$ cat src/drf_pkg.sv
// Package: types and constants shared by the delayed-release ring FIFO modules.
package drf_pkg;

   localparam int CMD_W      = 2;
   localparam int PAYLOAD_W  = 64;
   localparam int SIZE_W     = 16;
   localparam int STAMP_W    = 32;
   localparam int STATUS_W   = 2;
   localparam int OCC_W      = 4;
   localparam int CAP_W      = 5;
   localparam int DELAY_W    = 16;
   localparam int CSR_IDX_W  = 1;
   localparam int CSR_DATA_W = 16;

   localparam logic [CAP_W-1:0]   CAP_RESET   = 5'd16;
   localparam logic [DELAY_W-1:0] DELAY_RESET = 16'd0;

   localparam logic [CMD_W-1:0] CMD_TICK = 2'd0;
   localparam logic [CMD_W-1:0] CMD_PUT  = 2'd1;
   localparam logic [CMD_W-1:0] CMD_POP  = 2'd2;

   localparam logic [STATUS_W-1:0] ST_DONE  = 2'd0;
   localparam logic [STATUS_W-1:0] ST_FULL  = 2'd1;
   localparam logic [STATUS_W-1:0] ST_EMPTY = 2'd2;

   localparam logic [CSR_IDX_W-1:0] REG_CAPACITY = 1'd0;
   localparam logic [CSR_IDX_W-1:0] REG_DELAY    = 1'd1;

   typedef struct packed {
      logic [CMD_W-1:0]     command;
      logic [PAYLOAD_W-1:0] payload;
      logic [SIZE_W-1:0]    payload_size;
   } req_type;

   typedef struct packed {
      logic [STATUS_W-1:0]  status;
      logic                 head_ready;
      logic [PAYLOAD_W-1:0] head_payload;
      logic [SIZE_W-1:0]    head_size;
      logic [OCC_W-1:0]     occupancy;
   } rsp_type;

   // One ring slot.
   typedef struct packed {
      logic [PAYLOAD_W-1:0] payload;
      logic [SIZE_W-1:0]    size;
      logic [STAMP_W-1:0]   stamp;
   } entry_type;

endpackage

$ cat src/delayed_release_ring_fifo_top.sv
// An accepted item waits in the input register until the ring step (pointer update, slot
//   write, head read, one 32-bit age compare) runs between input and result registers.
//   Throughput: one item per cycle while rsp_stall does not hold the result register.
// Reset (synchronous, active high): ring empty, tick counter zero, capacity 16, delay 0.
//   Slot contents are not cleared; only slots written by a put are ever reported.
module delayed_release_ring_fifo_top #(
   parameter int DEPTH     = 16,
   parameter int MAX_DELAY = 1000
) (
   input  logic                              clock,
   input  logic                              reset,
   input  logic                              req_valid,
   output logic                              req_stall,
   input  drf_pkg::req_type                  req_data,
   output logic                              rsp_valid,
   input  logic                              rsp_stall,
   output drf_pkg::rsp_type                  rsp_data,
   input  logic                              csr_write_enable,
   input  logic [drf_pkg::CSR_IDX_W-1:0]     csr_index,
   input  logic [drf_pkg::CSR_DATA_W-1:0]    csr_write_data
);
   import drf_pkg::*;

   // Input stage: holds the accepted item until the ring step runs.
   logic    in_valid_ff, in_valid_in;
   req_type in_data_ff, in_data_in;

   // Result stage: holds the result until the consumer takes it.
   logic    rsp_valid_ff, rsp_valid_in;
   rsp_type rsp_data_ff, rsp_data_in;

   logic    step_en;
   logic    req_accept;
   rsp_type step_result;

   // The step runs when the result register is free or being drained this cycle.
   assign step_en    = in_valid_ff && (!rsp_valid_ff || !rsp_stall);
   assign req_stall  = in_valid_ff && !step_en;
   assign req_accept = req_valid && !req_stall;

   drf_core #(.DEPTH(DEPTH), .MAX_DELAY(MAX_DELAY)) u_core (
      .clock            (clock),
      .reset            (reset),
      .step_en          (step_en),
      .item             (in_data_ff),
      .result           (step_result),
      .csr_write_enable (csr_write_enable),
      .csr_index        (csr_index),
      .csr_write_data   (csr_write_data)
   );

   always_comb begin
      in_valid_in = in_valid_ff;
      in_data_in  = in_data_ff;
      if (step_en || !in_valid_ff) begin
         in_valid_in = req_valid;
      end
      if (req_accept) begin
         in_data_in = req_data;
      end
   end

   always_comb begin
      rsp_valid_in = rsp_valid_ff;
      rsp_data_in  = rsp_data_ff;
      if (step_en) begin
         rsp_valid_in = 1'b1;
         rsp_data_in  = step_result;
      end else if (!rsp_stall) begin
         rsp_valid_in = 1'b0;
      end
   end

   always_ff @(posedge clock) begin
      if (reset) begin
         in_valid_ff  <= 1'b0;
         rsp_valid_ff <= 1'b0;
      end else begin
         in_valid_ff  <= in_valid_in;
         rsp_valid_ff <= rsp_valid_in;
      end
   end

   // Payload registers, no reset.
   always_ff @(posedge clock) begin
      in_data_ff  <= in_data_in;
      rsp_data_ff <= rsp_data_in;
   end

   assign rsp_valid = rsp_valid_ff;
   assign rsp_data  = rsp_data_ff;

endmodule

$ cat src/drf_store.sv
// Slot storage: one write port, one combinational read port.
module drf_store #(
   parameter int DEPTH = 16,
   parameter int PW    = 4
) (
   input  logic                clock,
   input  logic                wr_en,
   input  logic [PW-1:0]       wr_addr,
   input  drf_pkg::entry_type  wr_entry,
   input  logic [PW-1:0]       rd_addr,
   output drf_pkg::entry_type  rd_entry
);
   import drf_pkg::*;

   entry_type slot_ff [DEPTH];

   always_ff @(posedge clock) begin
      if (wr_en) begin
         slot_ff[wr_addr] <= wr_entry;
      end
   end

   assign rd_entry = slot_ff[rd_addr];

endmodule

$ cat src/drf_core.sv
// Ring control: config registers, positions, tick counter and head evaluation.
module drf_core #(
   parameter int DEPTH     = 16,
   parameter int MAX_DELAY = 1000
) (
   input  logic                              clock,
   input  logic                              reset,
   input  logic                              step_en,
   input  drf_pkg::req_type                  item,
   output drf_pkg::rsp_type                  result,
   input  logic                              csr_write_enable,
   input  logic [drf_pkg::CSR_IDX_W-1:0]     csr_index,
   input  logic [drf_pkg::CSR_DATA_W-1:0]    csr_write_data
);
   import drf_pkg::*;

   localparam int PW = $clog2(DEPTH);
   localparam int CW = (PW + 1 > CAP_W) ? PW + 1 : CAP_W;

   logic [CAP_W-1:0]   capacity_ff, capacity_in;
   logic [DELAY_W-1:0] delay_ff, delay_in;
   logic [PW-1:0]      rd_pos_ff, rd_pos_in;
   logic [PW-1:0]      wr_pos_ff, wr_pos_in;
   logic [STAMP_W-1:0] now_ff, now_in;

   logic [CW-1:0]      cap_wide, cap_eff;
   logic [CW-1:0]      rd_next, wr_next;
   logic [PW-1:0]      rd_adv, wr_adv;
   logic [CW-1:0]      held;
   logic               ring_empty, ring_full, put_ok;
   logic [STATUS_W-1:0] status;
   logic [STAMP_W-1:0] need, age;
   entry_type          new_entry, rd_entry, head_entry;
   logic               head_valid, ready;

   drf_store #(.DEPTH(DEPTH), .PW(PW)) u_store (
      .clock    (clock),
      .wr_en    (put_ok),
      .wr_addr  (wr_pos_ff),
      .wr_entry (new_entry),
      .rd_addr  (rd_pos_in),
      .rd_entry (rd_entry)
   );

   // Capacity clamped into 2..DEPTH.
   always_comb begin
      cap_wide = CW'(capacity_ff);
      if (cap_wide < CW'(2)) begin
         cap_eff = CW'(2);
      end else if (cap_wide > CW'(DEPTH)) begin
         cap_eff = CW'(DEPTH);
      end else begin
         cap_eff = cap_wide;
      end
   end

   assign rd_next    = CW'(rd_pos_ff) + CW'(1);
   assign wr_next    = CW'(wr_pos_ff) + CW'(1);
   assign rd_adv     = (rd_next >= cap_eff) ? '0 : rd_next[PW-1:0];
   assign wr_adv     = (wr_next >= cap_eff) ? '0 : wr_next[PW-1:0];
   assign ring_empty = (rd_pos_ff == wr_pos_ff);
   assign ring_full  = (wr_adv == rd_pos_ff);

   assign new_entry.payload = item.payload;
   assign new_entry.size    = item.payload_size;
   assign new_entry.stamp   = now_ff;

   always_comb begin
      capacity_in = capacity_ff;
      delay_in    = delay_ff;
      rd_pos_in   = rd_pos_ff;
      wr_pos_in   = wr_pos_ff;
      now_in      = now_ff;
      status      = ST_DONE;
      put_ok      = 1'b0;
      if (step_en) begin
         case (item.command)
            CMD_TICK: begin
               now_in = now_ff + STAMP_W'(1);
            end
            CMD_PUT: begin
               if (ring_full) begin
                  status = ST_FULL;
               end else begin
                  put_ok    = 1'b1;
                  wr_pos_in = wr_adv;
               end
            end
            CMD_POP: begin
               if (ring_empty) begin
                  status = ST_EMPTY;
               end else begin
                  rd_pos_in = rd_adv;
               end
            end
            default: begin
            end
         endcase
      end
      if (csr_write_enable) begin
         unique case (csr_index)
            REG_CAPACITY: begin
               capacity_in = csr_write_data[CAP_W-1:0];
               rd_pos_in   = '0;
               wr_pos_in   = '0;
            end
            REG_DELAY: begin
               delay_in = csr_write_data[DELAY_W-1:0];
            end
            default: begin
            end
         endcase
      end
   end

   // Head after the step; a put into an empty ring is forwarded.
   assign head_entry = (put_ok && (rd_pos_in == wr_pos_ff)) ? new_entry : rd_entry;
   assign head_valid = (rd_pos_in != wr_pos_in);
   assign need       = (32'(delay_ff) > 32'(MAX_DELAY)) ? 32'(MAX_DELAY) : 32'(delay_ff);
   assign age        = now_in - head_entry.stamp;
   assign ready      = head_valid && (age >= need);

   assign held = (wr_pos_in >= rd_pos_in)
               ? CW'(wr_pos_in) - CW'(rd_pos_in)
               : CW'(wr_pos_in) + cap_eff - CW'(rd_pos_in);

   always_comb begin
      result.status       = status;
      result.head_ready   = ready;
      result.head_payload = ready ? head_entry.payload : '0;
      result.head_size    = ready ? head_entry.size : '0;
      result.occupancy    = held[OCC_W-1:0];
   end

   always_ff @(posedge clock) begin
      if (reset) begin
         capacity_ff <= CAP_RESET;
         delay_ff    <= DELAY_RESET;
         rd_pos_ff   <= '0;
         wr_pos_ff   <= '0;
         now_ff      <= '0;
      end else begin
         capacity_ff <= capacity_in;
         delay_ff    <= delay_in;
         rd_pos_ff   <= rd_pos_in;
         wr_pos_ff   <= wr_pos_in;
         now_ff      <= now_in;
      end
   end

endmodule

$ cat config.mk
export PLATFORM = sky130hd
export DESIGN_NAME = delayed_release_ring_fifo_top
export DESIGN_NICKNAME = d
export VERILOG_FILES = /design/src/drf_pkg.sv /design/src/delayed_release_ring_fifo_top.sv /design/src/drf_store.sv /design/src/drf_core.sv
export SDC_FILE = /design/constraint.sdc
export NUM_CORES = 2
export LEC_CHECK = 0
export ABC_AREA = 0
export BUFFER_PORTS_ARGS = -buffer_cell sky130_fd_sc_hd__buf_2
export CAP_MARGIN = 20
export CORE_MARGIN = 4
export CORE_UTILIZATION = 40
export DETAILED_ROUTE_END_ITERATION = 7
export SYNTH_ARGS = -nofsm -noshare
export SYNTH_HDL_FRONTEND = slang
export SYNTH_SLANG_ARGS = --single-unit
$ cat constraint.sdc
create_clock -name clock -period 15.19 [get_ports clock]
set_clock_uncertainty 0.15 [all_clocks]
set_input_delay 0.7595 -clock clock [delete_from_list [all_inputs] [get_ports clock]]
set_output_delay 0.7595 -clock clock [all_outputs]
set_load 0.01 [all_outputs]
## Word-level counts from Yosys, hierarchy flattened

Memory sizes are Yosys's and may differ from the RTL's.
Index checks and enable logic that the tools add are counted.

| storage, ports and cells | value |
|---|---|
| flip-flop bits (word level) | 232 |
| bits in writable memories | 1,792 |
| input port bits | 104 |
| output and inout bits | 89 |
| logic and storage cells | 82 |
| memories | 1 |

| cells by class | value |
|---|---|
| add/subtract/negate cells | 7 |
| order comparisons | 7 |
| equal/unequal tests | 7 |
| mux-type cells | 29 |
| bitwise gates (word level) | 1 |
| reduce and logical (&&, ||, !) cells | 15 |

Memory list:

| name | words | width | rd ports | clocked after Yosys merged registers in | wr ports | RTL line | text |
|---|---|---|---|---|---|---|---|
| u_core.u_store.slot_ff | 16 | 112 | 1 | 0 | 1 | drf_store.sv:15 | `entry_type slot_ff [DEPTH];` |

Operator list:

| kind | count |
|---|---|
| 112-bit 2-to-1 mux | 1 |
| 32-bit 2-to-1 mux | 2 |
| 4-bit 2-to-1 mux | 13 |
| 32-bit by 1-bit adder with 32-bit output, second input constant | 1 |
| 32-bit greater-or-equal comparator | 1 |
| 32-bit subtractor | 1 |
| 16-bit by 10-bit greater-than comparator with 1-bit output, second input constant | 1 |
| 16-bit 2-to-1 mux | 1 |
| 4-bit equality test | 3 |
| 4-bit by 1-bit adder with 5-bit output, second input constant | 2 |
| 5-bit greater-or-equal comparator | 2 |
| 5-bit 2-to-1 mux | 2 |
| 1-bit 2-to-1 mux | 8 |
| 4-bit subtractor | 2 |
| 5-bit greater-than comparator, second input constant | 1 |
| 1-bit logical AND | 5 |
| 1-bit zero test | 5 |
| 5-bit by 2-bit < comparator with 1-bit output, second input constant | 1 |
| 4-bit adder | 1 |
| 4-bit greater-or-equal comparator | 1 |
| 4-bit != test | 1 |
| 2-bit one-hot mux with 2 select lines | 1 |
| 2-bit AND reduction | 2 |
| 2-bit by 1-bit equality test with 1-bit output, second input constant | 1 |
| 6 further kinds | 7 |

## Logic depth before layout (Yosys ltp)

| depth | value |
|---|---|
| word-level depth | 16 |
| mapped depth | 42 |
| gate-level depth less buffers | 35 |

## Modules after synthesis

Synthesis repeated with hierarchy kept, for this count alone.

| unflattened totals | value |
|---|---|
| cells, all modules | 3,934 |
| area total of the unflattened synthesis | 80,069.3 um^2 |

By module, submodules not included:

| module | times used | cells an instance | area an instance (um^2) |
|---|---|---|---|
| drf_store | 1 | 2,752 | 66,927.9 |
| drf_core | 1 | 1,003 | 7,980.2 |
| delayed_release_ring_fifo_top | 1 | 179 | 5,161.2 |

## Worst setup path before layout

No wires, ideal clock.

| timing | value |
|---|---|
| kind | input-to-reg |
| start | input rsp_stall |
| end | memory u_core.u_store.slot_ff[0][0] (netlist bit), enable pin |
| setup time | 720 ps |
| data arrival time | 11,787 ps |
| required time | 14,320 ps |
| setup slack | 2,533 ps |
| stages | 6 |
| path buffers | 1 |
| cells stage by stage | a21boi_2 nand2_1 nor2_1 clkbuf_1 nand2_1 nor3_1 |

| between the ends | value |
|---|---|
| word-level cells in the longest chain between the ends | 6 |

Ends and longest elaborated chain:

| element | RTL line | text |
|---|---|---|
| start: declaration | delayed_release_ring_fifo_top.sv:16 | `input logic rsp_stall,` |
| 1-bit zero test | -- |  |
| 1-bit logical OR | delayed_release_ring_fifo_top.sv:37 | `assign step_en = in_valid_ff && (!rsp_valid_ff \|\| !rsp_stall);` |
| 1-bit logical AND | delayed_release_ring_fifo_top.sv:37 |  |
| 1-bit 2-to-1 mux | drf_core.sv:76 | `if (step_en) begin` |
| 1-bit 2-to-1 mux | drf_store.sv:18 | `if (wr_en) begin` |
| 1-bit 2-to-1 mux (not written as such) | drf_store.sv:19 | `slot_ff[wr_addr] <= wr_entry;` |
| end: declaration | drf_store.sv:15 |  |

No other way between the ends.

## Final worst setup path

| timing | value |
|---|---|
| start | register u_core.rd_pos_ff[2] |
| end | register rsp_data_ff (netlist bit rsp_data[82]) (data pin) |

| between the ends | value |
|---|---|
| word-level cells in the longest chain between the ends | 14 |

Ends and longest elaborated chain:

| element | RTL line | text |
|---|---|---|
| start: declaration | drf_core.sv:22 | `logic [PW-1:0] rd_pos_ff, rd_pos_in;` |
| start signal: assignment | drf_core.sv:145 | `rd_pos_ff <= rd_pos_in;` |
| parallel branches: the longest is 14 deep, another holds memory 16 x 112 bit | -- |  |
| end signal: assignment | delayed_release_ring_fifo_top.sv:87 | `rsp_data_ff <= rsp_data_in;` |
| end: declaration | delayed_release_ring_fifo_top.sv:30 | `rsp_type rsp_data_ff, rsp_data_in;` |

Several ways; the timed one is not identified.
A chain may end at the register's enable or synchronous reset.

==> run summary <==
Number of hold buffers added after cts -> 94
Root buffer cell -> clkbuf_16
WS Path Type -> flop to flop
Pre-CTS setup slack -> 3.694 ns
Routed Wire Length -> 220200 um
Critical Path Max Stage Delay -> 0.93 ns
Slowest cell on crit path -> buf_4
Pwr dens -> 117.7 nW/um^2
Die Y-Extent -> 462.4 um
Leak pwr -> 32.83 nW
VDD IR max -> 0.0001033 V
Capturing point of the worst reg2reg path -> rsp_data[82]
Synthesized instance count -> 6383
Initial DRC count -> 4730
Element type at the critical path start -> flop
YS warnings -> 0
Max-cap violations -> 0
Antenna Nets Post-Route -> 0
Layout area overhead -> 12.81%
# nets final -> 6712
Initial antenna violation count -> 11
Remaining routing DRC violations -> 0
GRT Total Usage -> 19.95%
Worst Setup SP -> u_core.rd_pos_ff[2]
Clock transition at path regs -> 0.06 ns
Top post-synthesis cells by area -> edfxtp_1 71%, nand2_1 8.6%, a311oi_1 3.9%, and3_1 3.3%, clkbuf_1 1.6%
Slew HR -> 24.95%
Total grt overflow -> 0
Total power -> 10.96 mW
Endpoints failing setup -> 0
Worst R2R Start -> u_core.rd_pos_ff[2]
RSZ-0062 raised after global routing -> no
Post-synth cell types -> 69
Chip Width -> 462.4 um
DP HPWL -> 105900 um
Area leader, netlist -> edfxtp_1
Hold Startpoint -> req_data[69]
CTS sink cnt -> 2024
Arrival @ worst endpoint -> 11.73 ns
EDFF count, synth -> 1961
Hold crit path type -> input pin to flop
H-tree levels -> 4
Fin area -> 93180 um^2
Vias in the first global route -> 51610
Port bufs -> 192
Synth Register Bits -> 2024
GPL Wtd Cong -> 0.8152
CP max FO -> 81
Vias per cell -> 5.637
CTS Buffer Depth -> 3
Worst skew pair latency -> 0.85 ns
Pins Over Slew Limit -> 0
Sequential fraction of the synthesis area -> 72.82%
Async set-reset flop share out of synthesis -> 0%
Post-synthesis cell area -> 82600 um^2
Flop-to-flop setup slack -> 3.90 ns
Worst hold endpoint -> in_data_ff[69]
Final worst-path setup slack -> 3.897 ns
Worst Path Buf+Inv -> 4
Tcrit/Tclk final -> 74.34%
DP Area -> 86260 um^2
Hold path depth -> 1
Achievable frequency -> 88.55 MHz
Largest net degree at the start of global routing -> 180
CTS tree -> yes
CTS Buf Count -> 197
First drt pass iteration count -> 6
Critical Path Stages -> 29
Primary FF master, synth -> edfxtp_1
Setup repair bufs after CTS -> 0
Run status -> completed
Non-Filler Instances -> 9370
Inst Count DP -> 8922
Yosys top cell area share -> 71.29%
Starting Density -> 40.29%
Core footprint -> 205000 um^2
Synthesized area per cell -> 12.94 um^2
First-pass GRT wire length -> 329400 um
Period minus WS final -> 11.29 ns
Share of layout cells above drive strength 1 -> 8.592%
Post-CTS Resized -> 0
Routed len/inst -> 23.50 um
Critical Path End Type -> flop
Worst-Margin Slew -> 1.126 ns
DR vias -> 52820
Die ar. -> 213800 um^2
Crit path required time -> 15.62 ns
Row cnt -> 166
I/O pins -> 193
Worst path top cell family by delay -> compound AO/OA/AOI/OAI gates
Worst r2r path cells -> 29
Final hold violation count -> 0
Final setup TNS -> 0 ns
## report_power, final
part / leakage (nW) / internal, mW / switching, mW
sequential: 17.8 / 6.13 / 0.0597
clock: 2.91 / 2.52 / 2.07
combinational: 12.1 / 0.0669 / 0.111
## how the worst max path moves through the flow
stage | to | slack (ns)
finish | rsp_data[82] | 3.90
global route | rsp_data[82] | 3.12
CTS | rsp_data[82] | 3.92
detailed placement | rsp_data[82] | 3.69
global placement | rsp_data[82] | 3.88
floorplan | u_core.u_store.slot_ff[0][0] | 2.53
## stage by stage
stage | hold WS (ns) | utilization, %
2_1_floorplan | 0.2860 | -
3_3_place_gp | 0.2962 | 42.08
3_5_place_dp | 0.3066 | 42.08
4_1_cts | 0.003718 | 45.45
5_1_grt | 0.02748 | 45.45
6_report | 0.08632 | 45.45
## cell usage after synthesis, types with 22 or more instances
library cell	instances
nor2_1	147
a211oi_1	88
nor2b_1	37
nor3_1	153
edfxtp_1	1961
ha_1	76
dfxtp_1	63
inv_1	26
and3_1	432
xor2_1	28
xnor2_1	46
o21ai_0	27
nand2_1	1882
a311oi_1	365
buf_1	50
a21o_1	22
clkbuf_1	356
a21oi_1	104
a31oi_1	86
nand3_1	250
## cells by family after synthesis
family,share of synthesized area (%)
simple gates,15.86
flops,72.82
compound gates,6.944
buf+inv,2.242
fa+ha+maj,1.272
xor+xnor,0.8134
mux,0.05150
other cells,0.004540
## worst register-to-register path: cells and delay by family, from the launching register on
kind            cells  cell delay [ns]
xor+xnor            2             0.39
buf+inv             4             2.50
fa+ha+maj           2             0.80
compound gates     11             3.52
simple gates       10             2.73
flops               1             0.92
## layer usage
metal  vias to the layer above  wire, um  track usage [%]
met2                      1826    109300            34.65
li1                      23940         -                -
met3                       311     13650            2.607
met5                         -        28                0
met1                     26730     92310            26.50
met4                         4      4937            5.105
## registers in the layout (all words and copies together), names as in the netlist, 4 cells and up
| name | flops |
|---|---|
| u_core.now_ff | 32 |
| u_core.cap_wide | 5 |
| u_core.delay_ff | 16 |
| u_core.u_store.slot_ff | 1792 |
| u_core.rd_pos_ff | 4 |
| u_core.wr_pos_ff | 4 |
| rsp_data | 87 |
| in_data_ff | 82 |
## layout by cell type (no fill, tap or decap), types with 63 or more instances in the layout
master,instances
edfxtp_1,1961
nand2_1,1879
and3_1,432
a311oi_1,365
nand3_1,250
clkbuf_16,198
buf_2,192
nor3_1,149
nor2_1,135
a21oi_1,104
dlygate4sd3_1,94
a211oi_1,88
a31oi_1,86
buf_4,79
ha_1,76
dfxtp_1,63
## cell type report
type / instances / area, um^2
inverter: 28 / 127.6
fill: 18010 / 111800
tap: 2688 / 3363
timing repair buffer: 377 / 2735
antenna: 1 / 2.502
clock buffer: 242 / 5140
multi-input combinational: 3899 / 20820
sequential: 2024 / 60150
clock inverter: 111 / 843.3
Note: power is estimated with default switching activity, not from simulation.
